### src/rtl/assert_macros.svh
// ----------------------------------------------------------------------------
// Assertion macros
// Shared concurrent assertion forms for the circular deque RTL.
// ----------------------------------------------------------------------------
`ifndef ASSERT_MACROS_SVH
`define ASSERT_MACROS_SVH

// Property must hold at every clock edge outside reset.
`define ASSERT_CLK(label, clk, rst_n, prop, msg) \
  label: assert property (@(posedge clk) disable iff (!rst_n) (prop)) \
    else $error(msg);

// Condition must never be true at a clock edge outside reset.
`define ASSERT_NEVER(label, clk, rst_n, cond, msg) \
  label: assert property (@(posedge clk) disable iff (!rst_n) !(cond)) \
    else $error(msg);

`endif

### src/rtl/cdq_pkg.sv
// ----------------------------------------------------------------------------
// Circular deque package
// Codes, controller states and the command and status bundles.
// ----------------------------------------------------------------------------
`default_nettype none

package cdq_pkg;

  localparam int unsigned ACT_W  = 3;
  localparam int unsigned STAT_W = 2;
  localparam int unsigned WORD_W = 32;

  typedef enum logic [ACT_W-1:0] {
    ACT_PUSH_FRONT = 3'd0,
    ACT_PUSH_REAR  = 3'd1,
    ACT_POP_FRONT  = 3'd2,
    ACT_POP_REAR   = 3'd3,
    ACT_LIST       = 3'd4
  } action_e;

  typedef enum logic [STAT_W-1:0] {
    ST_OK        = 2'd0,
    ST_OVERFLOW  = 2'd1,
    ST_UNDERFLOW = 2'd2,
    ST_EMPTY     = 2'd3
  } status_e;

  typedef enum logic [2:0] {
    DP_NONE,
    DP_PUSH_FRONT,
    DP_PUSH_REAR,
    DP_POP_FRONT,
    DP_POP_REAR,
    DP_LIST_START,
    DP_LIST_NEXT
  } dp_op_e;

  typedef enum logic [2:0] {
    S_IDLE,
    S_POP_RD,
    S_LIST_RD,
    S_RESULT,
    S_LIST_OUT
  } ctl_state_e;

  typedef struct packed {
    dp_op_e  op;
    logic    res_load;
    status_e res_status;
    logic    res_use_rd;
    logic    res_last;
  } dp_cmd_t;

  typedef struct packed {
    logic full;
    logic empty;
    logic walk_last;
    logic res_last;
  } dp_sts_t;

endpackage

`default_nettype wire

### src/rtl/cdq_if.sv
// ----------------------------------------------------------------------------
// Circular deque channels
// Valid/ready request and response interfaces.
// ----------------------------------------------------------------------------
`default_nettype none

interface cdq_req_if;
  logic              valid;
  logic              ready;
  logic [2:0]        action;
  logic signed [31:0] value;

  modport source (output valid, output action, output value, input ready);
  modport sink   (input valid, input action, input value, output ready);
endinterface

interface cdq_rsp_if;
  logic              valid;
  logic              ready;
  logic [1:0]        status;
  logic signed [31:0] data;
  logic              last;

  modport source (output valid, output status, output data, output last, input ready);
  modport sink   (input valid, input status, input data, input last, output ready);
endinterface

`default_nettype wire

### src/rtl/cdq_ctrl.sv
// ----------------------------------------------------------------------------
// Circular deque controller
// Sequences one request at a time and drives the datapath commands.
// ----------------------------------------------------------------------------
`default_nettype none
`include "assert_macros.svh"

module cdq_ctrl
  import cdq_pkg::*;
(
  input  wire logic             clk_i,
  input  wire logic             rst_ni,
  input  wire logic             req_valid_i,
  input  wire logic [ACT_W-1:0] req_action_i,
  output logic                  req_ready_o,
  output logic                  rsp_valid_o,
  input  wire logic             rsp_ready_i,
  output dp_cmd_t               cmd_o,
  input  wire dp_sts_t          sts_i
);

  ctl_state_e state_q, state_d;
  logic       req_fire;
  logic       rsp_fire;

  assign req_fire = req_valid_i && (state_q == S_IDLE);
  assign rsp_fire = rsp_ready_i && ((state_q == S_RESULT) || (state_q == S_LIST_OUT));

  always_ff @(posedge clk_i or negedge rst_ni) begin
    if (!rst_ni) begin
      state_q <= S_IDLE;
    end else begin
      state_q <= state_d;
    end
  end

  always_comb begin
    state_d = state_q;
    unique case (state_q)
      S_IDLE: begin
        if (req_fire) begin
          unique case (req_action_i)
            ACT_PUSH_FRONT, ACT_PUSH_REAR: state_d = S_RESULT;
            ACT_POP_FRONT, ACT_POP_REAR:   state_d = sts_i.empty ? S_RESULT : S_POP_RD;
            ACT_LIST:                      state_d = sts_i.empty ? S_RESULT : S_LIST_RD;
            default:                       state_d = S_IDLE;
          endcase
        end
      end
      S_POP_RD:  state_d = S_RESULT;
      S_LIST_RD: state_d = S_LIST_OUT;
      S_RESULT: begin
        if (rsp_fire) begin
          state_d = S_IDLE;
        end
      end
      S_LIST_OUT: begin
        if (rsp_fire) begin
          state_d = sts_i.res_last ? S_IDLE : S_LIST_RD;
        end
      end
      default: state_d = S_IDLE;
    endcase
  end

  always_comb begin
    req_ready_o       = (state_q == S_IDLE);
    rsp_valid_o       = (state_q == S_RESULT) || (state_q == S_LIST_OUT);
    cmd_o.op          = DP_NONE;
    cmd_o.res_load    = 1'b0;
    cmd_o.res_status  = ST_OK;
    cmd_o.res_use_rd  = 1'b0;
    cmd_o.res_last    = 1'b1;
    unique case (state_q)
      S_IDLE: begin
        if (req_fire) begin
          unique case (req_action_i)
            ACT_PUSH_FRONT, ACT_PUSH_REAR: begin
              cmd_o.res_load = 1'b1;
              if (sts_i.full) begin
                cmd_o.res_status = ST_OVERFLOW;
              end else begin
                cmd_o.op = (req_action_i == ACT_PUSH_FRONT) ? DP_PUSH_FRONT : DP_PUSH_REAR;
              end
            end
            ACT_POP_FRONT, ACT_POP_REAR: begin
              if (sts_i.empty) begin
                cmd_o.res_load   = 1'b1;
                cmd_o.res_status = ST_UNDERFLOW;
              end else begin
                cmd_o.op = (req_action_i == ACT_POP_FRONT) ? DP_POP_FRONT : DP_POP_REAR;
              end
            end
            ACT_LIST: begin
              if (sts_i.empty) begin
                cmd_o.res_load   = 1'b1;
                cmd_o.res_status = ST_EMPTY;
              end else begin
                cmd_o.op = DP_LIST_START;
              end
            end
            default: cmd_o.op = DP_NONE;
          endcase
        end
      end
      S_POP_RD: begin
        cmd_o.res_load   = 1'b1;
        cmd_o.res_use_rd = 1'b1;
      end
      S_LIST_RD: begin
        cmd_o.res_load   = 1'b1;
        cmd_o.res_use_rd = 1'b1;
        cmd_o.res_last   = sts_i.walk_last;
      end
      S_RESULT: cmd_o.op = DP_NONE;
      S_LIST_OUT: begin
        if (rsp_fire && !sts_i.res_last) begin
          cmd_o.op = DP_LIST_NEXT;
        end
      end
      default: cmd_o.op = DP_NONE;
    endcase
  end

  // A new request is never taken while a result is on offer.
  `ASSERT_NEVER(a_no_overlap, clk_i, rst_ni, req_ready_o && rsp_valid_o, "request taken while result pending")
  // A delivered last result always returns the controller to idle.
  `ASSERT_CLK(a_last_to_idle, clk_i, rst_ni, (rsp_fire && sts_i.res_last) |=> (state_q == S_IDLE), "no return to idle after last result")

endmodule

`default_nettype wire

### src/rtl/cdq_datapath.sv
// ----------------------------------------------------------------------------
// Circular deque datapath
// Slot memory, ring pointers, occupancy, list walker and result register.
// ----------------------------------------------------------------------------
`default_nettype none
`include "assert_macros.svh"

module cdq_datapath
  import cdq_pkg::*;
#(
  parameter int unsigned DEPTH = 8
) (
  input  wire logic                     clk_i,
  input  wire logic                     rst_ni,
  input  wire logic signed [WORD_W-1:0] value_i,
  input  wire dp_cmd_t                  cmd_i,
  output dp_sts_t                       sts_o,
  output logic [STAT_W-1:0]             res_status_o,
  output logic signed [WORD_W-1:0]      res_data_o,
  output logic                          res_last_o
);

  localparam int unsigned PTR_W = $clog2(DEPTH);
  localparam int unsigned CNT_W = $clog2(DEPTH + 1);
  localparam logic [PTR_W-1:0] LAST_PTR = PTR_W'(DEPTH - 1);

  function automatic logic [PTR_W-1:0] ptr_next(input logic [PTR_W-1:0] p);
    return (p == LAST_PTR) ? '0 : p + PTR_W'(1);
  endfunction

  function automatic logic [PTR_W-1:0] ptr_prev(input logic [PTR_W-1:0] p);
    return (p == '0) ? LAST_PTR : p - PTR_W'(1);
  endfunction

  logic signed [WORD_W-1:0] mem [DEPTH];
  logic signed [WORD_W-1:0] rd_data_q;

  logic [PTR_W-1:0] head_q, head_d;
  logic [PTR_W-1:0] tail_q, tail_d;
  logic [PTR_W-1:0] walk_q, walk_d;
  logic [CNT_W-1:0] count_q, count_d;
  logic [CNT_W-1:0] rem_q, rem_d;

  logic             wr_en;
  logic [PTR_W-1:0] wr_addr;
  logic             rd_en;
  logic [PTR_W-1:0] rd_addr;
  logic             empty;

  logic [STAT_W-1:0]        res_status_q;
  logic signed [WORD_W-1:0] res_data_q;
  logic                     res_last_q;

  assign empty = (count_q == '0);

  always_comb begin
    head_d  = head_q;
    tail_d  = tail_q;
    walk_d  = walk_q;
    count_d = count_q;
    rem_d   = rem_q;
    wr_en   = 1'b0;
    wr_addr = '0;
    rd_en   = 1'b0;
    rd_addr = head_q;
    unique case (cmd_i.op)
      DP_PUSH_FRONT: begin
        wr_en   = 1'b1;
        count_d = count_q + CNT_W'(1);
        if (empty) begin
          head_d = '0;
          tail_d = '0;
        end else begin
          head_d = ptr_prev(head_q);
        end
        wr_addr = head_d;
      end
      DP_PUSH_REAR: begin
        wr_en   = 1'b1;
        count_d = count_q + CNT_W'(1);
        if (empty) begin
          head_d  = '0;
          tail_d  = '0;
          wr_addr = '0;
        end else begin
          tail_d  = ptr_next(tail_q);
          wr_addr = tail_d;
        end
      end
      DP_POP_FRONT: begin
        rd_en   = 1'b1;
        rd_addr = head_q;
        count_d = count_q - CNT_W'(1);
        head_d  = ptr_next(head_q);
        if (count_q == CNT_W'(1)) begin
          head_d = '0;
          tail_d = '0;
        end
      end
      DP_POP_REAR: begin
        rd_en   = 1'b1;
        rd_addr = tail_q;
        count_d = count_q - CNT_W'(1);
        tail_d  = ptr_prev(tail_q);
        if (count_q == CNT_W'(1)) begin
          head_d = '0;
          tail_d = '0;
        end
      end
      DP_LIST_START: begin
        rd_en   = 1'b1;
        rd_addr = head_q;
        walk_d  = head_q;
        rem_d   = count_q;
      end
      DP_LIST_NEXT: begin
        rd_en   = 1'b1;
        rd_addr = ptr_next(walk_q);
        walk_d  = ptr_next(walk_q);
        rem_d   = rem_q - CNT_W'(1);
      end
      default: rd_en = 1'b0;
    endcase
  end

  always_ff @(posedge clk_i or negedge rst_ni) begin
    if (!rst_ni) begin
      head_q  <= '0;
      tail_q  <= '0;
      walk_q  <= '0;
      count_q <= '0;
      rem_q   <= '0;
    end else begin
      head_q  <= head_d;
      tail_q  <= tail_d;
      walk_q  <= walk_d;
      count_q <= count_d;
      rem_q   <= rem_d;
    end
  end

  always_ff @(posedge clk_i) begin
    if (wr_en) begin
      mem[wr_addr] <= value_i;
    end
    if (rd_en) begin
      rd_data_q <= mem[rd_addr];
    end
  end

  always_ff @(posedge clk_i) begin
    if (cmd_i.res_load) begin
      res_status_q <= cmd_i.res_status;
      res_data_q   <= cmd_i.res_use_rd ? rd_data_q : '0;
      res_last_q   <= cmd_i.res_last;
    end
  end

  assign sts_o.full      = (count_q == CNT_W'(DEPTH));
  assign sts_o.empty     = empty;
  assign sts_o.walk_last = (rem_q == CNT_W'(1));
  assign sts_o.res_last  = res_last_q;

  assign res_status_o = res_status_q;
  assign res_data_o   = res_data_q;
  assign res_last_o   = res_last_q;

  `ASSERT_CLK(a_cnt_le_depth, clk_i, rst_ni, count_q <= CNT_W'(DEPTH), "occupancy beyond depth")
  `ASSERT_CLK(a_empty_ptrs, clk_i, rst_ni, empty |-> ((head_q == '0) && (tail_q == '0)), "pointers not parked on empty")
  `ASSERT_CLK(a_push_count, clk_i, rst_ni, ((cmd_i.op == DP_PUSH_FRONT) || (cmd_i.op == DP_PUSH_REAR)) |=> (count_q == $past(count_q) + CNT_W'(1)), "push did not grow occupancy")

endmodule

`default_nettype wire

### src/rtl/circular_deque_top.sv
// ----------------------------------------------------------------------------
// Circular deque top level
// Ring-buffer double-ended queue of DEPTH signed 32-bit words.
// ----------------------------------------------------------------------------
// Usage:
//   req_i carries one request per transaction: action (push front, push rear,
//   pop front, pop rear, list) and the value to push.
//   rsp_o returns status, data and last for every result of that request.
//   Requests are served one at a time; req_i.ready is high only while idle.
//   Push, overflow, underflow and empty list: result is offered in the cycle
//   after the request transaction.
//   Pop: the result passes the registered read of the slot memory and then
//   the result register before it is offered.
//   List: each entry is read from the slot memory and then offered; the next
//   entry is read only once the current one is delivered.
//   Unused action codes are taken and produce no result.
//   If the receiver stalls, the result register holds its value and no new
//   request is taken until the final result of the current one is delivered.
//   Reset empties the deque; slot contents are not cleared and need no pass.
// ----------------------------------------------------------------------------
`default_nettype none

module circular_deque_top
  import cdq_pkg::*;
#(
  parameter int unsigned DEPTH = 8
) (
  input  wire logic  clk_i,
  input  wire logic  rst_ni,
  cdq_req_if.sink    req_i,
  cdq_rsp_if.source  rsp_o
);

  dp_cmd_t dp_cmd;
  dp_sts_t dp_sts;

  cdq_ctrl u_ctrl (
    .clk_i        (clk_i),
    .rst_ni       (rst_ni),
    .req_valid_i  (req_i.valid),
    .req_action_i (req_i.action),
    .req_ready_o  (req_i.ready),
    .rsp_valid_o  (rsp_o.valid),
    .rsp_ready_i  (rsp_o.ready),
    .cmd_o        (dp_cmd),
    .sts_i        (dp_sts)
  );

  cdq_datapath #(
    .DEPTH (DEPTH)
  ) u_datapath (
    .clk_i        (clk_i),
    .rst_ni       (rst_ni),
    .value_i      (req_i.value),
    .cmd_i        (dp_cmd),
    .sts_o        (dp_sts),
    .res_status_o (rsp_o.status),
    .res_data_o   (rsp_o.data),
    .res_last_o   (rsp_o.last)
  );

endmodule

`default_nettype wire

### src/flat_wrapper.sv
// flat-port wrapper written by rule: the top's interface ports become plain ports
module circular_deque_top_flat import cdq_pkg::*;
#(
  parameter int unsigned DEPTH = 8
)
  (clk_i, rst_ni, req_i_valid, req_i_action, req_i_value, req_i_ready, rsp_o_valid, rsp_o_status, rsp_o_data, rsp_o_last, rsp_o_ready);
  cdq_req_if req_i_i ();
  cdq_rsp_if rsp_o_i ();
  input  wire logic clk_i;
  input  wire logic rst_ni;
  input wire logic [$bits(req_i_i.valid)-1:0] req_i_valid;
  input wire logic [$bits(req_i_i.action)-1:0] req_i_action;
  input wire logic [$bits(req_i_i.value)-1:0] req_i_value;
  output wire logic [$bits(req_i_i.ready)-1:0] req_i_ready;
  output wire logic [$bits(rsp_o_i.valid)-1:0] rsp_o_valid;
  output wire logic [$bits(rsp_o_i.status)-1:0] rsp_o_status;
  output wire logic [$bits(rsp_o_i.data)-1:0] rsp_o_data;
  output wire logic [$bits(rsp_o_i.last)-1:0] rsp_o_last;
  input wire logic [$bits(rsp_o_i.ready)-1:0] rsp_o_ready;
  assign req_i_i.valid = req_i_valid;
  assign req_i_i.action = req_i_action;
  assign req_i_i.value = req_i_value;
  assign req_i_ready = req_i_i.ready;
  assign rsp_o_valid = rsp_o_i.valid;
  assign rsp_o_status = rsp_o_i.status;
  assign rsp_o_data = rsp_o_i.data;
  assign rsp_o_last = rsp_o_i.last;
  assign rsp_o_i.ready = rsp_o_ready;
  circular_deque_top #(.DEPTH(DEPTH)) u_core (.clk_i(clk_i), .rst_ni(rst_ni), .req_i(req_i_i), .rsp_o(rsp_o_i));
endmodule
### config.mk
export PLATFORM = sky130hd
export DESIGN_NAME = circular_deque_top_flat
export DESIGN_NICKNAME = d
export VERILOG_FILES = /design/src/rtl/cdq_pkg.sv /design/src/rtl/cdq_if.sv /design/src/rtl/cdq_ctrl.sv /design/src/rtl/cdq_datapath.sv /design/src/rtl/circular_deque_top.sv /design/src/flat_wrapper.sv
export VERILOG_INCLUDE_DIRS = /design/src /design/src/rtl
export SDC_FILE = /design/constraint.sdc
export NUM_CORES = 1
export LEC_CHECK = 0
export ABC_AREA = 1
export BUFFER_PORTS_ARGS = -buffer_cell sky130_fd_sc_hd__buf_4
export CORE_UTILIZATION = 55
export DETAILED_ROUTE_END_ITERATION = 6
export PLACE_DENSITY = 0.84
export SLEW_MARGIN = 20
export SYNTH_ARGS = -nofsm -noshare
export SYNTH_HDL_FRONTEND = slang
export SYNTH_SLANG_ARGS = --single-unit
### constraint.sdc
create_clock -name clk_i -period 3.35 [get_ports clk_i]
set_input_delay 0 -clock clk_i [delete_from_list [all_inputs] [get_ports clk_i]]
set_output_delay 0 -clock clk_i [all_outputs]
set_load 0.01 [all_outputs]
---- Yosys cells after proc, flatten, opt, wreduce, memory -nomap -nowiden ----
Memory sizes are Yosys's and may differ from the RTL's. A register that Yosys moved wholly into a read port is not among the register bits.
Cells that the tools add are included.
storage, ports and cells
  register bits ........................... 55
  memory bits (writable) .................. 256
  input port bits ......................... 39
  output and inout bits ................... 37
  word-level logic and storage cells ...... 113
  memories kept ........................... 1
operators by class
  $add $sub $neg .......................... 8
  equality and inequality tests ........... 27
  multiplexer cells ....................... 45
  reduce and logical (&&, ||, !) cells .... 23
memory list
  memory                 depth  width  read ports  clocked after Yosys merged registers in  wr ports  RTL line            text
  u_core.u_datapath.mem  8      32     1           1                                        1         cdq_datapath.sv:35  logic signed [WORD_W-1:0] mem [DEPTH];
operator list
  operator                                                               number
  3-bit 2-to-1 mux                                                       20
  3-bit equality test, second input constant                             8
  3-bit case mux with 2 select lines                                     4
  3-bit case mux with 4 select lines                                     2
  3-bit by 2-bit equality test with 1-bit output, second input constant  6
  3-bit case mux with 3 select lines                                     2
  4-bit case mux with 2 select lines                                     2
  3-bit case mux with 5 select lines                                     1
  3-bit logical NOT                                                      4
  2-bit inequality test, second input constant                           6
  2-bit OR reduction                                                     5
  3-bit by 1-bit adder with 3-bit output, second input constant          3
  3-bit by 1-bit equality test with 1-bit output, second input constant  3
  3-bit AND reduction                                                    3
  4-bit by 1-bit equality test with 1-bit output, second input constant  2
  2-bit 2-to-1 mux                                                       4
  4-bit by 1-bit subtractor with 4-bit output, second input constant     2
  1-bit 2-to-1 mux                                                       7
  6-bit 2-to-1 mux                                                       1
  2-bit case mux with 3 select lines                                     1
  3-bit by 1-bit subtractor with 3-bit output, second input constant     2
  4-bit by 1-bit adder with 4-bit output, second input constant          1
  4-bit equality test, second input constant                             1
  4-bit logical NOT                                                      1
  other kinds (9)                                                        12

---- Longest topological paths before layout ----
  depth after elaboration ................. 11
  depth in mapped cells ................... 17

---- Cells and area by module ----
A second synthesis with hierarchy kept.
unflattened totals
  cells, all modules ...................... 1544
  area, all modules ....................... 15643.8 um2
modules (own cells, without submodules)
  module        instances  cells each  area an instance (um2)  seq. area each (um2)
  cdq_datapath  1          1473        15245.9                 10124.7
  cdq_ctrl      1          71          397.9                   75.1

---- Worst setup path after synthesis ----
Ideal clock, no wire load.
  path type ............................... register to register
  from .................................... register u_core.u_datapath.count_q[0]
  to ...................................... memory u_core.u_datapath.mem[1][0] (enable)
  setup time .............................. 0.421 ns
  arrival ................................. 3.114 ns
  required time ........................... 2.929 ns
  slack ................................... -0.186 ns
  stages on the path, launching flop included .. 13
  period minus slack after synthesis ...... 3.536 ns
  cells stage by stage .................... dfrtp_1 -> inv_1 -> ha_1 -> nand3_1 -> nand3_1 -> nand3_2 -> nand2_4 -> nand2_1 -> nor2_1 -> nand2_1 -> nand2_1 -> inv_1 -> nor2_1
on the way
  longest elaborated chain between the ends .. 10
  elaborated cells on any way between the ends .. 17
  those cells by class .................... 3 x eq/ne; 12 x mux; 2 x reduce/logical
ends and longest elaborated chain
  what                                                                                                              RTL line                                 text
  start: declaration                                                                                                cdq_datapath.sv:41                       logic [CNT_W-1:0] count_q, count_d;
  start signal: assignment                                                                                          cdq_datapath.sv:137                      count_q <= count_d;
  4-bit equality test or 4-bit logical NOT (tied branches)                                                          cdq_datapath.sv:159, cdq_datapath.sv:54
  2-bit 2-to-1 mux (tied with other cells)                                                                          cdq_ctrl.sv:80                           if (sts_i.full) begin
  3-bit case mux with 3 select lines                                                                                cdq_ctrl.sv:77                           unique case (req_action_i)
  6-bit 2-to-1 mux                                                                                                  cdq_ctrl.sv:76                           if (req_fire) begin
  3-bit case mux with 2 select lines                                                                                cdq_ctrl.sv:74                           unique case (state_q)
  3-bit by 2-bit equality test with 1-bit output or 3-bit by 1-bit equality test with 1-bit output (tied branches)  cdq_datapath.sv:66                       unique case (cmd_i.op)
  2-bit OR reduction (no line)                                                                                      -
  1-bit 2-to-1 mux                                                                                                  cdq_datapath.sv:66
  1-bit 2-to-1 mux                                                                                                  cdq_datapath.sv:143                      if (wr_en) begin
  1-bit 2-to-1 mux (not written as such)                                                                            cdq_datapath.sv:144                      mem[wr_addr] <= value_i;
  end: declaration                                                                                                  cdq_datapath.sv:35
Several ways; a longest one is shown, not always the timed one.

---- Final worst setup path ----
  from .................................... register u_core.u_datapath.count_q[0]
  to ...................................... register u_core.u_datapath.rd_data_q[21] (read register of u_core.u_datapath.mem), data pin
on the way
  longest elaborated chain between the ends .. 8
  elaborated cells on any way between the ends .. 15
  those cells by class .................... 5 x eq/ne; 8 x mux; 2 x reduce/logical
ends and longest elaborated chain
  what                                                                                   RTL line                                 text
  4-bit equality test or 4-bit logical NOT (tied branches)                               cdq_datapath.sv:159, cdq_datapath.sv:54
  2-bit 2-to-1 mux (tied with other cells)                                               cdq_ctrl.sv:80
  3-bit case mux with 3 select lines (*)                                                 cdq_ctrl.sv:77
  6-bit 2-to-1 mux (*)                                                                   cdq_ctrl.sv:76
  3-bit case mux with 2 select lines (*)                                                 cdq_ctrl.sv:74
  3-bit equality test or 3-bit by 2-bit equality test with 1-bit output (tied branches)  cdq_datapath.sv:66
  4-bit OR reduction (no line)                                                           -
  1-bit 2-to-1 mux                                                                       cdq_datapath.sv:66
  end: declaration                                                                       cdq_datapath.sv:36                       logic signed [WORD_W-1:0] rd_data_q;
Mark *: on every way between the ends. The rest lies on a longest branch, timed or not.
A chain may end at the register's enable or synchronous reset.

==> metrics.txt <==
via/cell ratio 5.34; total wire length 34300 um; DP Area 0.0165 mm2; DRC Markers 0; antenna violations before repair 0; HP Class in2reg; synthesized net count 1562; vias post-DR 10795; crit end category register; Mean Syn Cell Area 10.3 um2; Initial Util 0.558; grt total ovfl 0; Post-Syn Area 0.0155 mm2; CP max stage cell buf_4; fraction of the yosys area taken by sequential cells 0.658; top cells by area, synth edfxtp_1, nand3_1, nand2_1; Crit path max-delay family simple AND/OR/NAND/NOR gates; TritonCTS clock tree yes; gr usage total 0.243; worst hold slack 0.0467 ns; crit-path cells inv_1, ha_1, nand3_1, nand3_1, nand3_2, nand2_4, nand4_1, nand2_4, buf_4, nand2_1, nand3_1, nand2_1, nand2_1, nand2_1; area growth from synthesis to layout 16.2%; die height 170 um; Nets 1669; met2 Resource Use GR 0.419; post-layout util 0.648; Power Density 828 mW/mm2; Lkg Pwr 8.10 nW; area of the multi-input gates 0.00374 mm2; clk_skew 0.0150 ns; flops & latches, synth 343; busiest grt layer met2; startpoint types register; number of global-route vias before repair 10607; routability cong. 0.903; pin count of the biggest net entering global routing 129; status finished clean; share of the synthesized area in the top cell type 0.626; WL/cell 17.0 um; final hold vios 0; post-route cell area 0.0180 mm2; worst slack at placement 0.266 ns; final max-slew violation count 0; CP peak stage delay 0.61 ns; met1 Use GR 0.308; full die area 0.0288 mm2; Post-Synthesis Cells 1508; Ys Warns 0; drt pass-1 iters 5; Final Cycle Share 0.920; max-cap violations 0; fraction of layout cells with a size suffix above 1 0.115; worst setup margin 0.268 ns; Setup CP Type reg2reg; worst rel slew slack 0.338; Worst path most repeated cell nand2_1; port buffer count 75; htree depth 2; Worst Path Buf+Inv 2; CP arrival 3.35 ns; met3 usage 0.0367; Skew-Pair Late Insertion Delay 0.52 ns; Post-DP HPWL 18600 um; Critical Path RT 3.62 ns; CORE AREA 0.0278 mm2; Reg clk slew, reported paths 0.06 ns; floorplan row count 61; cell taking the most area after synthesis edfxtp_1; Final Setup Violations 0; die width 170 um; Worst Path Max Fanout 72; # diodes 0; root buffer cell clkbuf_16; unrepaired setup endpoints after global routing false; Worst Max-Slew Pin Slew 0.990 ns; Max Clk Rate 324 MHz; clock sink count 343; Synth cell types 34; global-route wire length before repair 54300 um; DRT iter0 DRCs 984; Peak supply drop 669 uV; # IOs 76; fillers 1951; Tmin final 3.08 ns; CTS buffer count 35; Post-DRT Antenna Nets 0; register area 0.0102 mm2; Clock Path Buffers 3
-- area by class of cell --
type                       instances  area share
tap                              378      0.0263
multi-input combinational        771       0.207
sequential                       343       0.566
clock buffer                      47      0.0523
inverter                         328      0.0684
clock inverter                    17     0.00813
timing repair buffer             136      0.0711
-- sequential cells by signal, indices dropped and copies added, names as in the netlist --
name and cells:
u_core.u_ctrl.state_q 3, u_core.u_datapath.count_q 4, u_core.u_datapath.head_q 3, u_core.u_datapath.mem 256, u_core.u_datapath.rd_data_q 32, u_core.u_datapath.rem_q 4, u_core.u_datapath.res_data_o 32, u_core.u_datapath.res_last_o 1
u_core.u_datapath.res_status_o 2, u_core.u_datapath.tail_q 3, u_core.u_datapath.walk_q 3
-- worst min-delay path: stages --
cell and delay, ns:
buf_4 0.11, nor2_1 0.08, nor3_1 0.22
-- what timing repair did --
action                                  CTS  global route
endpoints found under the hold margin   286             0
buffers inserted                          0             0
endpoints found under the setup margin    0           105
hold buffers                             39             0
gates resized for setup                   0             1
-- cell usage after synthesis --
master,count
nand2_1,346
edfxtp_1,323
inv_1,321
nand3_1,274
nor2_1,55
buf_2,30
o21ai_0,21
buf_4,20
dfrtp_1,20
ha_1,15
buf_6,8
a21oi_1,7
inv_2,6
nand2_2,6
nand2_4,6
xor2_1,6
clkbuf_1,5
nor2_4,4
nor3_1,4
o21bai_1,4
a211oi_1,3
buf_1,3
nor2_2,3
o211ai_1,3
o31ai_1,3
a21oi_2,2
nand3_2,2
nand4_1,2
a31oi_1,1
clkinv_2,1
nand4_2,1
o21a_1,1
o21ai_4,1
or2_2,1
-- cell families (layout without fill, tap and decap cells) --
group / count (synthesis) / count (layout) / synth area share
fa+ha+maj: 15 / 15 / 0.0121
buf+inv: 394 / 528 / 0.107
xor+xnor: 6 / 6 / 0.00339
flops: 343 / 343 / 0.658
compound gates: 46 / 46 / 0.0184
simple gates: 704 / 704 / 0.201
-- metrics by stage --
stage / setup TNS, ns / cells / total power (W)
global route: 0 / 2020 / 0.0158
floorplan: -39.24 / 1508 / 0.00964
detailed placement: 0 / 1917 / 0.0111
CTS: 0 / 2020 / 0.0149
finish: 0 / 2020 / 0.0149
global placement: 0 / 1917 / 0.0109
-- path summary, 6_finish.rpt --
path	from	slack [ns]	endpoint	cells after the start
hold reg to reg	u_core.u_datapath.rem_q[0]	0.52	u_core.u_datapath.rem_q[0]	1
max in group asynchronous	rst_ni	2.01	u_core.u_datapath.count_q[0]	3
hold / removal	req_i_action[1]	0.05	u_core.u_datapath.res_status_o[1]	3
setup reg to reg	u_core.u_datapath.count_q[0]	0.27	u_core.u_datapath.rd_data_q[21]	14
min in group asynchronous	rst_ni	0.74	u_core.u_datapath.rem_q[2]	3
setup / recovery	u_core.u_datapath.count_q[0]	0.27	u_core.u_datapath.rd_data_q[21]	14
-- routing by layer --
metal,share of wire,wire [um]
met5,0,0
met3,0.085,2930
met4,0.028,959
met2,0.51,17400
met1,0.38,13100
-- placed cells by master, fill, tap and decap left out, drive strengths merged --
master	n
nand2	358
inv	328
edfxtp	323
nand3	276
buf	97
nor2	62
clkbuf	47
dlygate4sd3	39
o21ai	22
dfrtp	20
ha	15
clkinv	14
a21oi	9
xor2	6
nor3	4
o21bai	4
a211oi	3
o211ai	3
o31ai	3
nand4	3
bufinv	2
o21a	1
a31oi	1
or2	1
clkinvlp	1
-- where the power goes --
group / internal [W] / total (W) / switching, W
Combinational: 0.00173 / 0.00529 / 0.00356
Sequential: 0.00564 / 0.00591 / 0.000274
Clock: 0.00214 / 0.00371 / 0.00157
Total: 0.00951 / 0.0149 / 0.00541
Note: power is estimated with default switching activity, not from simulation.
